--- src/design/akst_pkg.sv ---
`default_nettype none
// ----------------------------------------------------------------------------
// akst_pkg: shared types and constants of the aged keyed slot table
// Operation and status codes, the input/result payloads and the slot record.
// ----------------------------------------------------------------------------
package akst_pkg;

  localparam int unsigned WordW    = 32;
  localparam int unsigned TimeoutW = 31;
  localparam int unsigned IndexW   = 6;
  localparam int unsigned CountW   = 7;
  localparam int unsigned ApbAddrW = 3;
  localparam int unsigned ApbDataW = 32;

  localparam logic [TimeoutW-1:0] TimeoutReset = 31'd5000;

  // register index as decoded from paddr[2]
  localparam logic RegTimeout = 1'b0;

  typedef enum logic [1:0] {
    MODE_UPSERT = 2'd0,
    MODE_TICK   = 2'd1,
    MODE_READ   = 2'd2,
    MODE_CLEAR  = 2'd3
  } akst_mode_e;

  typedef enum logic [2:0] {
    STAT_UPDATED   = 3'd0,
    STAT_INSERTED  = 3'd1,
    STAT_DROPPED   = 3'd2,
    STAT_READ_HIT  = 3'd3,
    STAT_READ_MISS = 3'd4,
    STAT_DONE      = 3'd5
  } akst_status_e;

  typedef enum logic [1:0] {
    FSM_IDLE  = 2'd0,
    FSM_SCAN  = 2'd1,
    FSM_WRITE = 2'd2,
    FSM_RESP  = 2'd3
  } akst_fsm_e;

  typedef struct packed {
    logic [WordW-1:0] key;
    logic [WordW-1:0] pos_x;
    logic [WordW-1:0] pos_y;
    logic [WordW-1:0] pos_z;
    logic [WordW-1:0] heading;
    logic [WordW-1:0] tilt;
    logic [WordW-1:0] last_seen;
  } akst_slot_t;

  typedef struct packed {
    akst_mode_e        mode;
    logic [WordW-1:0]  now_ms;
    logic [WordW-1:0]  session_id;
    logic [WordW-1:0]  pos_x;
    logic [WordW-1:0]  pos_y;
    logic [WordW-1:0]  pos_z;
    logic [WordW-1:0]  heading;
    logic [WordW-1:0]  tilt;
    logic [IndexW-1:0] read_index;
  } akst_in_t;

  typedef struct packed {
    akst_status_e      status;
    logic [CountW-1:0] occupied_count;
    logic [WordW-1:0]  out_session_id;
    logic [WordW-1:0]  out_pos_x;
    logic [WordW-1:0]  out_pos_y;
    logic [WordW-1:0]  out_pos_z;
    logic [WordW-1:0]  out_heading;
    logic [WordW-1:0]  out_tilt;
  } akst_out_t;

endpackage
`default_nettype wire

--- src/design/akst_if.sv ---
`default_nettype none
// ----------------------------------------------------------------------------
// akst_if: valid/ready channels of the aged keyed slot table
// One interface for the request channel, one for the result channel.
// ----------------------------------------------------------------------------
interface akst_in_if;
  logic               valid;
  logic               ready;
  akst_pkg::akst_in_t payload;

  modport source (output valid, output payload, input ready);
  modport sink   (input valid, input payload, output ready);
endinterface

interface akst_out_if;
  logic                valid;
  logic                ready;
  akst_pkg::akst_out_t payload;

  modport source (output valid, output payload, input ready);
  modport sink   (input valid, input payload, output ready);
endinterface
`default_nettype wire

--- src/design/akst_ram.sv ---
`default_nettype none
// ----------------------------------------------------------------------------
// akst_ram: generic single-write, single-read RAM
// One write port, one read port with registered read data.
// ----------------------------------------------------------------------------
module akst_ram #(
  parameter int unsigned Width = 32,
  parameter int unsigned Depth = 16
) (
  input  logic                                      clk_i,
  input  logic                                      we_i,
  input  logic [((Depth > 1) ? $clog2(Depth) : 1)-1:0] waddr_i,
  input  logic [Width-1:0]                          wdata_i,
  input  logic [((Depth > 1) ? $clog2(Depth) : 1)-1:0] raddr_i,
  output logic [Width-1:0]                          rdata_o
);

  logic [Width-1:0] mem_q [Depth];
  logic [Width-1:0] rdata_q;

  always_ff @(posedge clk_i) begin
    if (we_i) begin
      mem_q[waddr_i] <= wdata_i;
    end
    rdata_q <= mem_q[raddr_i];
  end

  assign rdata_o = rdata_q;

endmodule
`default_nettype wire

--- src/design/aged_keyed_slot_table_top.sv ---
`default_nettype none
// ----------------------------------------------------------------------------
// aged_keyed_slot_table_top: keyed slot table with age-out
// Associative table of SLOTS entries keyed by a 32-bit session id, scanned
// one slot per cycle by a small sequencer around one shared subtractor.
// ----------------------------------------------------------------------------
// Each request transaction carries a mode: upsert (rewrite the occupied slot
// whose key matches, else claim the lowest free slot, else drop), tick (free
// every slot whose age now_ms - last_seen, modulo 2^32, is at or above
// timeout_ms), read (return the read_index-th occupied slot in slot order)
// or clear (free every slot). Every request yields exactly one result
// transaction with a status and the occupied count after the request; key and
// payload fields are zero except on a read hit. Slot records live in one RAM
// with registered read; occupancy is a row of flip-flops cleared at reset, so
// no clearing pass is needed. Upsert, tick and read walk all SLOTS slots
// through the RAM read port, one slot per cycle. After the scan an upsert
// goes through a write state that writes the slot before the result is
// posted; a tick or read posts its result straight after the scan, and a
// clear posts its result with no scan. Once the result is posted the block
// returns to idle, where the next request can be accepted. The block takes
// one request at a time: in_i.ready is high only while idle. A finished
// result sits in an output register, so the next request can be accepted
// while the previous result is still waiting downstream; if that result is
// still waiting when the next one is done, the block holds in its response
// state until it is taken. timeout_ms is written over APB at byte address 0
// and should only change while idle.
// ----------------------------------------------------------------------------
module aged_keyed_slot_table_top #(
  parameter int unsigned SLOTS = 16
) (
  input  logic                            clk_i,
  input  logic                            rst_ni,
  // APB configuration port
  input  logic                            psel,
  input  logic                            penable,
  input  logic                            pwrite,
  input  logic [akst_pkg::ApbAddrW-1:0]   paddr,
  input  logic [akst_pkg::ApbDataW-1:0]   pwdata,
  output logic [akst_pkg::ApbDataW-1:0]   prdata,
  output logic                            pready,
  // request and result channels
  akst_in_if.sink                         in_i,
  akst_out_if.source                      out_o
);

  localparam int unsigned IdxW  = (SLOTS > 1) ? $clog2(SLOTS) : 1;
  localparam int unsigned CntW  = $clog2(SLOTS + 1);
  localparam int unsigned SlotW = $bits(akst_pkg::akst_slot_t);
  localparam logic [IdxW-1:0] LastIdx = IdxW'(SLOTS - 1);

  // --------------------------------------------------------------------------
  // State
  // --------------------------------------------------------------------------
  akst_pkg::akst_fsm_e   state_q, state_d;
  logic [akst_pkg::TimeoutW-1:0] timeout_q, timeout_d;
  logic [SLOTS-1:0]      valid_q, valid_d;     // slot occupied
  logic [CntW-1:0]       count_q, count_d;     // occupied slots

  // scan pipeline: issue stage drives the RAM address, check stage sees data
  logic [IdxW-1:0]       rd_idx_q, rd_idx_d;
  logic                  issue_q, issue_d;
  logic                  chk_vld_q, chk_vld_d;
  logic [IdxW-1:0]       chk_idx_q, chk_idx_d;

  // scan results
  logic                  hit_q, hit_d;
  logic [IdxW-1:0]       hit_idx_q, hit_idx_d;
  logic                  free_q, free_d;
  logic [IdxW-1:0]       free_idx_q, free_idx_d;
  logic                  found_q, found_d;
  logic [CntW-1:0]       rank_q, rank_d;       // occupied slots passed by a read

  // transaction payload registers
  akst_pkg::akst_in_t     req_q, req_d;
  akst_pkg::akst_slot_t   data_q, data_d;
  akst_pkg::akst_status_e status_q, status_d;

  // output register
  logic                  out_vld_q, out_vld_d;
  akst_pkg::akst_out_t   out_q, out_d;

  // RAM port
  logic                  ram_we;
  logic [IdxW-1:0]       ram_waddr;
  akst_pkg::akst_slot_t  ram_wdata;
  akst_pkg::akst_slot_t  ram_rdata;

  // shared subtractor: key compare on upsert, age on tick
  logic [akst_pkg::WordW-1:0] alu_a, alu_b, alu_diff;
  logic                       key_match, aged;

  logic cfg_wr;

  // --------------------------------------------------------------------------
  // Slot RAM
  // --------------------------------------------------------------------------
  akst_ram #(
    .Width (SlotW),
    .Depth (SLOTS)
  ) u_slot_ram (
    .clk_i   (clk_i),
    .we_i    (ram_we),
    .waddr_i (ram_waddr),
    .wdata_i (ram_wdata),
    .raddr_i (rd_idx_q),
    .rdata_o (ram_rdata)
  );

  // a claimed or refreshed slot is rewritten whole
  assign ram_wdata = '{
    key:       req_q.session_id,
    pos_x:     req_q.pos_x,
    pos_y:     req_q.pos_y,
    pos_z:     req_q.pos_z,
    heading:   req_q.heading,
    tilt:      req_q.tilt,
    last_seen: req_q.now_ms
  };

  // --------------------------------------------------------------------------
  // Shared subtract/compare unit
  // --------------------------------------------------------------------------
  always_comb begin
    if (req_q.mode == akst_pkg::MODE_TICK) begin
      alu_a = req_q.now_ms;
      alu_b = ram_rdata.last_seen;
    end else begin
      alu_a = req_q.session_id;
      alu_b = ram_rdata.key;
    end
  end

  assign alu_diff  = alu_a - alu_b;                 // modular age on tick
  assign key_match = (alu_diff == '0);
  assign aged      = (alu_diff >= {1'b0, timeout_q});

  // --------------------------------------------------------------------------
  // APB register
  // --------------------------------------------------------------------------
  assign pready = 1'b1;
  assign cfg_wr = psel && penable && pwrite && pready &&
                  (paddr[akst_pkg::ApbAddrW-1] == akst_pkg::RegTimeout);
  assign timeout_d = cfg_wr ? pwdata[akst_pkg::TimeoutW-1:0] : timeout_q;
  assign prdata = (paddr[akst_pkg::ApbAddrW-1] == akst_pkg::RegTimeout) ?
                  {1'b0, timeout_q} : '0;

  // --------------------------------------------------------------------------
  // Handshakes
  // --------------------------------------------------------------------------
  assign in_i.ready    = (state_q == akst_pkg::FSM_IDLE);
  assign out_o.valid   = out_vld_q;
  assign out_o.payload = out_q;

  // --------------------------------------------------------------------------
  // Sequencer
  // --------------------------------------------------------------------------
  always_comb begin
    state_d    = state_q;
    valid_d    = valid_q;
    count_d    = count_q;
    rd_idx_d   = rd_idx_q;
    issue_d    = issue_q;
    chk_vld_d  = chk_vld_q;
    chk_idx_d  = chk_idx_q;
    hit_d      = hit_q;
    hit_idx_d  = hit_idx_q;
    free_d     = free_q;
    free_idx_d = free_idx_q;
    found_d    = found_q;
    rank_d     = rank_q;
    req_d      = req_q;
    data_d     = data_q;
    status_d   = status_q;
    out_vld_d  = out_vld_q;
    out_d      = out_q;
    ram_we     = 1'b0;
    ram_waddr  = hit_idx_q;

    // result taken downstream
    if (out_vld_q && out_o.ready) begin
      out_vld_d = 1'b0;
    end

    case (state_q)
      akst_pkg::FSM_IDLE: begin
        if (in_i.valid) begin
          req_d     = in_i.payload;
          hit_d     = 1'b0;
          free_d    = 1'b0;
          found_d   = 1'b0;
          rank_d    = '0;
          rd_idx_d  = '0;
          chk_vld_d = 1'b0;
          if (in_i.payload.mode == akst_pkg::MODE_CLEAR) begin
            valid_d  = '0;
            count_d  = '0;
            status_d = akst_pkg::STAT_DONE;
            issue_d  = 1'b0;
            state_d  = akst_pkg::FSM_RESP;
          end else begin
            issue_d = 1'b1;
            state_d = akst_pkg::FSM_SCAN;
          end
        end
      end

      akst_pkg::FSM_SCAN: begin
        // issue stage
        chk_vld_d = issue_q;
        chk_idx_d = rd_idx_q;
        if (issue_q) begin
          if (rd_idx_q == LastIdx) begin
            issue_d = 1'b0;
          end else begin
            rd_idx_d = rd_idx_q + 1'b1;
          end
        end

        // check stage: RAM data belongs to chk_idx_q
        if (chk_vld_q) begin
          case (req_q.mode)
            akst_pkg::MODE_UPSERT: begin
              if (valid_q[chk_idx_q] && key_match && !hit_q) begin
                hit_d     = 1'b1;
                hit_idx_d = chk_idx_q;
              end
              if (!valid_q[chk_idx_q] && !free_q) begin
                free_d     = 1'b1;
                free_idx_d = chk_idx_q;
              end
            end
            akst_pkg::MODE_TICK: begin
              if (valid_q[chk_idx_q] && aged) begin
                valid_d[chk_idx_q] = 1'b0;
                count_d            = count_q - 1'b1;
              end
            end
            akst_pkg::MODE_READ: begin
              if (valid_q[chk_idx_q]) begin
                if (!found_q && (akst_pkg::CountW'(rank_q) ==
                                 akst_pkg::CountW'(req_q.read_index))) begin
                  found_d = 1'b1;
                  data_d  = ram_rdata;
                end
                rank_d = rank_q + 1'b1;
              end
            end
            default: ;
          endcase

          if (chk_idx_q == LastIdx) begin
            if (req_q.mode == akst_pkg::MODE_UPSERT) begin
              state_d = akst_pkg::FSM_WRITE;
            end else begin
              state_d = akst_pkg::FSM_RESP;
            end
            if (req_q.mode == akst_pkg::MODE_READ) begin
              status_d = found_d ? akst_pkg::STAT_READ_HIT : akst_pkg::STAT_READ_MISS;
            end else begin
              status_d = akst_pkg::STAT_DONE;
            end
          end
        end
      end

      akst_pkg::FSM_WRITE: begin
        // matching slot wins over the lowest free one
        if (hit_q) begin
          ram_we    = 1'b1;
          ram_waddr = hit_idx_q;
          status_d  = akst_pkg::STAT_UPDATED;
        end else if (free_q) begin
          ram_we              = 1'b1;
          ram_waddr           = free_idx_q;
          valid_d[free_idx_q] = 1'b1;
          count_d             = count_q + 1'b1;
          status_d            = akst_pkg::STAT_INSERTED;
        end else begin
          status_d = akst_pkg::STAT_DROPPED;
        end
        state_d = akst_pkg::FSM_RESP;
      end

      akst_pkg::FSM_RESP: begin
        if (!out_vld_q || out_o.ready) begin
          out_vld_d            = 1'b1;
          out_d.status         = status_q;
          out_d.occupied_count = akst_pkg::CountW'(count_q);
          if (status_q == akst_pkg::STAT_READ_HIT) begin
            out_d.out_session_id = data_q.key;
            out_d.out_pos_x      = data_q.pos_x;
            out_d.out_pos_y      = data_q.pos_y;
            out_d.out_pos_z      = data_q.pos_z;
            out_d.out_heading    = data_q.heading;
            out_d.out_tilt       = data_q.tilt;
          end else begin
            out_d.out_session_id = '0;
            out_d.out_pos_x      = '0;
            out_d.out_pos_y      = '0;
            out_d.out_pos_z      = '0;
            out_d.out_heading    = '0;
            out_d.out_tilt       = '0;
          end
          state_d = akst_pkg::FSM_IDLE;
        end
      end

      default: begin
        state_d = akst_pkg::FSM_IDLE;
      end
    endcase
  end

  // --------------------------------------------------------------------------
  // Registers
  // --------------------------------------------------------------------------
  always_ff @(posedge clk_i or negedge rst_ni) begin
    if (!rst_ni) begin
      state_q   <= akst_pkg::FSM_IDLE;
      timeout_q <= akst_pkg::TimeoutReset;
      valid_q   <= '0;
      count_q   <= '0;
      issue_q   <= 1'b0;
      chk_vld_q <= 1'b0;
      out_vld_q <= 1'b0;
    end else begin
      state_q   <= state_d;
      timeout_q <= timeout_d;
      valid_q   <= valid_d;
      count_q   <= count_d;
      issue_q   <= issue_d;
      chk_vld_q <= chk_vld_d;
      out_vld_q <= out_vld_d;
    end
  end

  // payload and scan bookkeeping, qualified by the state machine
  always_ff @(posedge clk_i) begin
    rd_idx_q   <= rd_idx_d;
    chk_idx_q  <= chk_idx_d;
    hit_q      <= hit_d;
    hit_idx_q  <= hit_idx_d;
    free_q     <= free_d;
    free_idx_q <= free_idx_d;
    found_q    <= found_d;
    rank_q     <= rank_d;
    req_q      <= req_d;
    data_q     <= data_d;
    status_q   <= status_d;
    out_q      <= out_d;
  end

endmodule
`default_nettype wire
--- src/flat_wrapper.sv ---
// flat-port wrapper written by rule: the top's interface ports become plain ports
module aged_keyed_slot_table_top_flat 
#(
  parameter int unsigned SLOTS = 16
)
  (clk_i, rst_ni, psel, penable, pwrite, paddr, pwdata, prdata, pready, in_i_valid, in_i_payload, in_i_ready, out_o_valid, out_o_payload, out_o_ready);
  akst_in_if in_i_i ();
  akst_out_if out_o_i ();
  input  logic clk_i;
  input  logic rst_ni;
  input  logic psel;
  input  logic penable;
  input  logic pwrite;
  input  logic [akst_pkg::ApbAddrW-1:0] paddr;
  input  logic [akst_pkg::ApbDataW-1:0] pwdata;
  output logic [akst_pkg::ApbDataW-1:0] prdata;
  output logic pready;
  input wire logic [$bits(in_i_i.valid)-1:0] in_i_valid;
  input wire logic [$bits(in_i_i.payload)-1:0] in_i_payload;
  output wire logic [$bits(in_i_i.ready)-1:0] in_i_ready;
  output wire logic [$bits(out_o_i.valid)-1:0] out_o_valid;
  output wire logic [$bits(out_o_i.payload)-1:0] out_o_payload;
  input wire logic [$bits(out_o_i.ready)-1:0] out_o_ready;
  assign in_i_i.valid = in_i_valid;
  assign in_i_i.payload = in_i_payload;
  assign in_i_ready = in_i_i.ready;
  assign out_o_valid = out_o_i.valid;
  assign out_o_payload = out_o_i.payload;
  assign out_o_i.ready = out_o_ready;
  aged_keyed_slot_table_top #(.SLOTS(SLOTS)) u_core (.clk_i(clk_i), .rst_ni(rst_ni), .psel(psel), .penable(penable), .pwrite(pwrite), .paddr(paddr), .pwdata(pwdata), .prdata(prdata), .pready(pready), .in_i(in_i_i), .out_o(out_o_i));
endmodule
--- config.mk ---
export PLATFORM = sky130hd
export DESIGN_NAME = aged_keyed_slot_table_top_flat
export DESIGN_NICKNAME = d
export VERILOG_FILES = /design/src/design/akst_pkg.sv /design/src/design/akst_if.sv /design/src/design/akst_ram.sv /design/src/design/aged_keyed_slot_table_top.sv /design/src/flat_wrapper.sv
export SDC_FILE = /design/constraint.sdc
export NUM_CORES = 2
export LEC_CHECK = 0
export BUFFER_PORTS_ARGS = -buffer_cell sky130_fd_sc_hd__buf_2
export CAP_MARGIN = 20
export CORE_MARGIN = 5
export CORE_UTILIZATION = 61
export CTS_CLUSTER_SIZE = 40
export DETAILED_ROUTE_END_ITERATION = 6
export PLACE_DENSITY = 0.76
export SLEW_MARGIN = 10
export SYNTH_ARGS = -nofsm -noshare
export SYNTH_HDL_FRONTEND = slang
export SYNTH_HIERARCHICAL = 1
export SYNTH_SLANG_ARGS = --single-unit
--- constraint.sdc ---
create_clock -name clk_i -period 26 [get_ports clk_i]
set_clock_uncertainty 0.2 [all_clocks]
set_input_delay 2.6 -clock clk_i [delete_from_list [all_inputs] [get_ports clk_i]]
set_output_delay 2.6 -clock clk_i [all_outputs]
set_load 0.05 [all_outputs]
# After elaboration in Yosys (flattened, before gate mapping)
# Memory sizes are Yosys's and may differ from the RTL's. A register that Yosys moved wholly into a read port is not among the register bits.
# Index checks and enable logic that the tools add are counted.
[totals]
ff_bits = 708
memories = 1
ramBits = 3584
[memory_table]
columns = ["name", "depth", "width", "read_ports", "rd_ports_with_merged_regs", "write_ports", "line", "text"]
rows = [
  ["u_core.u_slot_ram.mem_q", 16, 224, 1, 1, 1, "akst_ram.sv:18", "logic [Width-1:0] mem_q [Depth];"],
]
[classes]
bitwise = 4
n_mux = 83
eq_ne = 26
order_cmp = 5
n_addsub = 5
n_reduce_logical = 36
[op_table]
columns = ["cell", "n"]
rows = [
  ["$mux 16", 7],
  ["$mux 32", 2],
  ["$mux 5", 11],
  ["$pmux 16 s3", 1],
  ["$ge 32x31->1", 1],
  ["$logic_not 32->1", 1],
  ["$sub 32x32->32", 1],
  ["$mux 31", 1],
  ["$mux 1", 29],
  ["$ne 2x1->1 const B", 13],
  ["$reduce_and 5->1", 5],
  ["$mux 4", 6],
  ["$mux 3", 7],
  ["$and 16x16->16", 1],
  ["$not 16->16", 1],
  ["$or 16x16->16", 1],
  ["$reduce_and 4->1", 4],
  ["$pmux 5 s3", 1],
  ["$mux 2", 6],
  ["$logic_and 1x1->1", 11],
  ["$add 5x1->5 const B", 2],
  ["$lt 4x5->1 const B", 2],
  ["$pmux 1 s2", 5],
  ["$pmux 5 s2", 1],
  ["23 further kinds", 39],
]

# Longest topological paths before layout
[depth]
ltp_word = 12
depth_mapped = 25

# Modules after synthesis
# Netlist, hierarchy kept.
[by_module_without_submodules]
columns = ["module", "cells_per_inst", "n_inst", "seq_area_each_um2", "area_each_um2"]
rows = [
  ["akst_ram", 5847, 1, 112107.5, 139085.9],
  ["aged_keyed_slot_table_top", 1715, 1, 20981.4, 27744.1],
]

# Worst setup path before layout
# No wires, ideal clock.
[synth_timing]
kind = "register to register"
start = "register u_core.state_q[0]"
end = "memory u_core/u_slot_ram/mem_q[0][0] (netlist name) (enable)"
setup_ps = 1083
stages_incl_launch_ff = 9
synth_period_minus_slack_ps = 18477
arrival_time_ps = 17194
n_path_buf = 1
setup_slack_ps = 7523
path_cell_list = "dfrtp_1 > inv_1 > ha_1 > inv_1 > or3_1 > clkbuf_1 > mux2_2 > or3b_2 > nor3_1"
[synth_rtl]
columns = ["item", "line", "text"]
rows = [
  ["from (decl)", "aged_keyed_slot_table_top.sv:54", "akst_pkg::akst_fsm_e state_q, state_d;"],
  ["from (signal assigned)", "aged_keyed_slot_table_top.sv:319", "state_q <= akst_pkg::FSM_IDLE;"],
  ["from (signal assigned)", "aged_keyed_slot_table_top.sv:327", "state_q <= state_d;"],
  ["$eq 2x2->1", "aged_keyed_slot_table_top.sv:184", "case (state_q)"],
  ["$mux 4", "aged_keyed_slot_table_top.sv:184", ""],
  ["net u_core.ram_waddr[2]", "aged_keyed_slot_table_top.sv:84", "logic [IdxW-1:0] ram_waddr;"],
  ["to (decl)", "akst_ram.sv:18", ""],
]
# The timed path passes the listed nets, and every way through them passes these cells.

# Worst setup path in the final report
[layout_timing]
start = "register u_core.state_q[0]"
end = "memory u_core/u_slot_ram/mem_q[3][85] (netlist name) (enable)"
# The elaborated chain is that of the path after synthesis.

==> metrics.txt <==
# TYPE chip_impl_metric gauge
chip_impl_metric{name="post_cts.repair.setup_buffers",unit=""} 0
chip_impl_info{name="worst_path_max_delay_cell",value="buf_4"} 1
chip_impl_metric{name="vias_in_the_first_global_route",unit=""} 83300
chip_impl_info{name="run_status",value="complete, but fails checks"} 1
chip_impl_metric{name="power_per_cell_area",unit="mW/mm^2"} 109
chip_impl_metric{name="fmax",unit="MHz"} 140
chip_impl_metric{name="slew_headroom",unit="%"} 8.81
chip_impl_info{name="synthTopCellsByArea",value="edfxtp_1, mux4_2, dfxtp_1, a22oi_1, mux2_2"} 1
chip_impl_metric{name="drive_gt1_share",unit="%"} 27.3
chip_impl_metric{name="place.detailed.hpwl",unit="mm"} 204
chip_impl_metric{name="crit_required",unit="ps"} 26330
chip_impl_metric{name="die-area",unit="sq mm"} 0.284
chip_impl_info{name="worstSetupPathType",value="flip-flop to flip-flop"} 1
chip_impl_info{name="rr_startpoint",value="u_core/state_q[0]$_DFFE_PN0P_"} 1
chip_impl_metric{name="htree_num_levels",unit=""} 5
chip_impl_info{name="critical-path-top-delay-family",value="buffers and inverters"} 1
chip_impl_metric{name="max_cap_violations",unit=""} 0
chip_impl_metric{name="post_cts_resized",unit=""} 0
chip_impl_metric{name="worst-r2r-setup-slack",unit="ps"} 18870
chip_impl_metric{name="vdd_drop_max",unit="uV"} 99.2
chip_impl_metric{name="synth_cells",unit=""} 7562
chip_impl_metric{name="timing_worst_slew_pin_value",unit="ps"} 1370
chip_impl_info{name="min_to",value="u_core/data_q[60]$_DFFE_PP_"} 1
chip_impl_metric{name="grt_max_degree",unit=""} 169
chip_impl_metric{name="clock_latency",unit="ps"} 940
chip_impl_info{name="root_buffer",value="clkbuf_16"} 1
chip_impl_metric{name="hold_fix_buffers_cts",unit=""} 0
chip_impl_info{name="tritoncts_clock_tree",value="yes"} 1
chip_impl_info{name="min_path_type",value="flip-flop to flip-flop"} 1
chip_impl_metric{name="critPathBufInv",unit=""} 5
chip_impl_info{name="worstSetupStartpointType",value="flip-flop"} 1
chip_impl_info{name="critical_path.cell_chain",value="inv_1 -> ha_1 -> inv_1 -> or3_1 -> mux2_2 -> or3b_2 -> nor2_4 -> buf_4 -> buf_4 -> buf_4"} 1
chip_impl_info{name="crit_start",value="u_core/state_q[0]$_DFFE_PN0P_"} 1
chip_impl_metric{name="timing.hold.worst_path_depth",unit=""} 0
chip_impl_info{name="worstReg2RegEnd",value="u_core/u_slot_ram/mem_q[3][85]$_DFFE_PP_"} 1
chip_impl_metric{name="cts.sinks",unit=""} 4516
chip_impl_info{name="violations",value="DRC"} 1
chip_impl_metric{name="groute.usage.overall",unit="%"} 28.3
chip_impl_metric{name="grt_first_pass_wirelength",unit="mm"} 584
chip_impl_metric{name="antenna_violations_before_repair",unit=""} 18
chip_impl_metric{name="die_h",unit="um"} 533
chip_impl_info{name="cell_accounting_for_the_most_synthesized_area",value="edfxtp_1"} 1
chip_impl_metric{name="post_synthesis_compound_gate_area_fraction",unit="%"} 2.97
chip_impl_metric{name="synth-seq-area-share",unit="%"} 79.8
chip_impl_metric{name="ys_seq_elements",unit=""} 4516
chip_impl_metric{name="rows",unit=""} 192
chip_impl_metric{name="drt_iter0_markers",unit=""} 10900
chip_impl_info{name="timing.critical_path.mode_cell",value="buf_4"} 1
chip_impl_metric{name="clk_pin_slew",unit="ps"} 70
chip_impl_metric{name="synth-xor-area-share",unit="%"} 0.209
chip_impl_metric{name="timing.final.max_slew_violations",unit=""} 0
chip_impl_metric{name="post-place-ws",unit="ps"} 19050
chip_impl_metric{name="muxShareOfSynthArea",unit="%"} 13.0
chip_impl_metric{name="r2r.worst_path.cells",unit=""} 10
chip_impl_info{name="leading_post_synthesis_cells_by_instance_count",value="edfxtp_1, mux4_2, a22oi_1"} 1
chip_impl_metric{name="final_layout_fill_cell_count",unit=""} 15900
chip_impl_metric{name="wire_per_inst",unit="um"} 32.9
chip_impl_metric{name="timing.final.setup_violations",unit=""} 0
chip_impl_metric{name="synth-warning-count",unit=""} 6
chip_impl_info{name="post-synth-top-count-cell",value="edfxtp_1"} 1
chip_impl_metric{name="syn_avg_cell_area",unit="sq um"} 22.1
chip_impl_info{name="main_combinational_cell_family_by_area_after_synthesis",value="multiplexers"} 1
chip_impl_metric{name="setup_slack",unit="ps"} 18870
chip_impl_metric{name="synth-adder-area-share",unit="%"} 0.556
chip_impl_metric{name="crit_path_max_incr_delay",unit="ps"} 900
chip_impl_metric{name="layout_min_cycle_time",unit="ps"} 7130
chip_impl_metric{name="synth_cell_type_count",unit=""} 73
chip_impl_metric{name="num_vias",unit=""} 81600
chip_impl_metric{name="port-buffer-count",unit=""} 503
chip_impl_metric{name="area_growth_syn_to_layout",unit="%"} 12.7
chip_impl_metric{name="layout_nets",unit=""} 8622
chip_impl_metric{name="synth_top_cell_area_share",unit="%"} 76.2
chip_impl_metric{name="route.final.wire_length",unit="mm"} 403
chip_impl_metric{name="clockBufferDepth",unit=""} 4
chip_impl_metric{name="synthSimpleGateAreaFrac",unit="%"} 2.18
chip_impl_metric{name="fraction_of_the_cycle_the_final_worst_path_needs",unit="%"} 27.4
chip_impl_metric{name="syn_area",unit="sq mm"} 0.167
chip_impl_metric{name="floorplan.initialDensity",unit="%"} 61.1
chip_impl_metric{name="drc",unit=""} 8
chip_impl_metric{name="worstPathArrival",unit="ps"} 7460
chip_impl_metric{name="leakage",unit="uW"} 0.0615
chip_impl_info{name="cp-end-kind",value="flip-flop"} 1
chip_impl_info{name="rsz0062_at_grt",value="no"} 1
chip_impl_info{name="dominantRegCellSynth",value="edfxtp_1"} 1
chip_impl_metric{name="cts_made_buffers",unit=""} 429
chip_impl_metric{name="synth_enable_flop_cells",unit=""} 4235
chip_impl_metric{name="chipWidth",unit="um"} 533
chip_impl_metric{name="globalplace.congestion",unit=""} 0.876
chip_impl_metric{name="gr-total-overflow",unit=""} 0
chip_impl_metric{name="vias_per_cell",unit=""} 6.67
chip_impl_metric{name="route.antenna.remaining_nets",unit=""} 0
chip_impl_metric{name="core",unit="sq mm"} 0.273
chip_impl_info{name="worst_hold_startpoint",value="u_core/u_slot_ram/rdata_o[60]$_DFF_P_"} 1
chip_impl_metric{name="final_hold_viol_count",unit=""} 0
chip_impl_metric{name="pin_count",unit=""} 511
chip_impl_metric{name="synth-async-reset-ratio",unit="%"} 1.26
chip_impl_metric{name="totalNegativeSetupSlack",unit="ps"} 0
chip_impl_metric{name="detailed_router_iteration_count_before_antenna_repair",unit=""} 7
chip_impl_metric{name="timing.critical_path.fanout_max",unit=""} 49
## power by group
group | internal, uW | switching [uW] | total [uW]
combinational | 2030 | 2980 | 5010
clock | 3690 | 2650 | 6340
sequential | 8720 | 407 | 9120
total | 14400 | 6040 | 20500
## logic make-up (layout without fill, tap and decap cells)
logic type               count (synthesis)  after routing
XOR/XNOR                                39             39
AND/OR/NAND/NOR                        709            709
adder cells (fa/ha/maj)                 73             73
other                                    2              8
flip-flops                            4516           4516
multiplexers                          1095           1095
AO/OA/AOI/OAI                          696            696
buffers and inverters                  432           1512
## final cells by class
class	instances	area [sq um]	share of cell area, %
antenna	4	10.0	0.00532
sequential	4516	133000	70.8
inverter	53	199	0.106
clock inverter	194	2560	1.36
tap	3589	4490	2.39
clock buffer	606	11900	6.33
timing repair buffer	659	3970	2.11
multi-input combinational	2616	31800	16.9
## metrics by stage
stage,total power [uW],area (sq um),instances,utilization [%],hold WS [ps]
finish,20500,188000,12200,68.9,188
global route,21300,188000,12200,68.9,202
CTS,20500,188000,12200,68.9,185
detailed placement,14200,173000,11400,63.6,189
global placement,14100,173000,11400,63.6,188
floorplan,12800,167000,7564,-,186
## placed cells by master (no fill, tap or decap), types with 26 or more instances in the layout
master / n
a21oi_1: 67
a22oi_1: 381
a31oi_1: 26
and2_1: 203
buf_2: 503
buf_4: 135
bufinv_16: 49
clkbuf_1: 129
clkbuf_16: 431
clkbuf_8: 46
clkinv_1: 39
clkinv_2: 64
dfrtp_1: 52
dfxtp_1: 224
edfxtp_1: 4235
ha_1: 71
inv_1: 53
mux2_2: 177
mux2i_1: 78
mux4_2: 840
nand2_1: 228
nand2b_1: 36
nand3_1: 28
nor2_1: 72
nor2b_1: 52
o21ai_0: 77
o221ai_1: 37
## flip-flops by register name, summed over array words and instances, names as in the netlist
signal,count
u_core/u_slot_ram/rdata_o,224
u_core/valid_q,16
u_core/rank_q,5
u_core/state_q,2
u_core/timeout_q,31
u_core/out_o.valid,1
u_core/chk_vld_q,1
u_core/ram_wdata,224
u_core/free_idx_q,4
u_core/chk_idx_q,4
u_core/out_o.payload,200
u_core/req_q,8
u_core/count_q,5
u_core/status_q,3
u_core/hit_idx_q,4
u_core/free_q,1
u_core/rd_idx_q,4
u_core/issue_q,1
u_core/data_q,192
u_core/hit_q,1
u_core/found_q,1
u_core/u_slot_ram/mem_q,3584
## routing by layer
metal  GRT usage [%]  wire length [um]  vias to the layer above
li1                -                 -                    32700
met1            40.7            149000                    42500
met2            45.1            195000                     5612
met3            5.53             46200                      756
met4            8.43             12800                       14
met5               0                86                        -
## worst register-to-register path, cell delays in order (launching register included)
cell and delay, ps:
dfrtp_1 410, inv_1 140, ha_1 730, inv_1 340, or3_1 550, mux2_2 350, or3b_2 600, nor2_4 520
buf_4 900, buf_4 1020, buf_4 880
## worst max path at each step
stage                                                to  slack [ps]  cells after the start
2_1_floorplan   u_core/u_slot_ram/mem_q[0][0]$_DFFE_PP_        7520                      8
3_3_place_gp   u_core/u_slot_ram/mem_q[3][96]$_DFFE_PP_       19190                     10
3_5_place_dp   u_core/u_slot_ram/mem_q[3][93]$_DFFE_PP_       19050                     10
4_1_cts        u_core/u_slot_ram/mem_q[3][85]$_DFFE_PP_       19020                     10
5_1_grt        u_core/u_slot_ram/mem_q[3][85]$_DFFE_PP_       18790                     10
6_report       u_core/u_slot_ram/mem_q[3][85]$_DFFE_PP_       18870                     10
No activity file was read; power rests on OpenSTA's default activity.
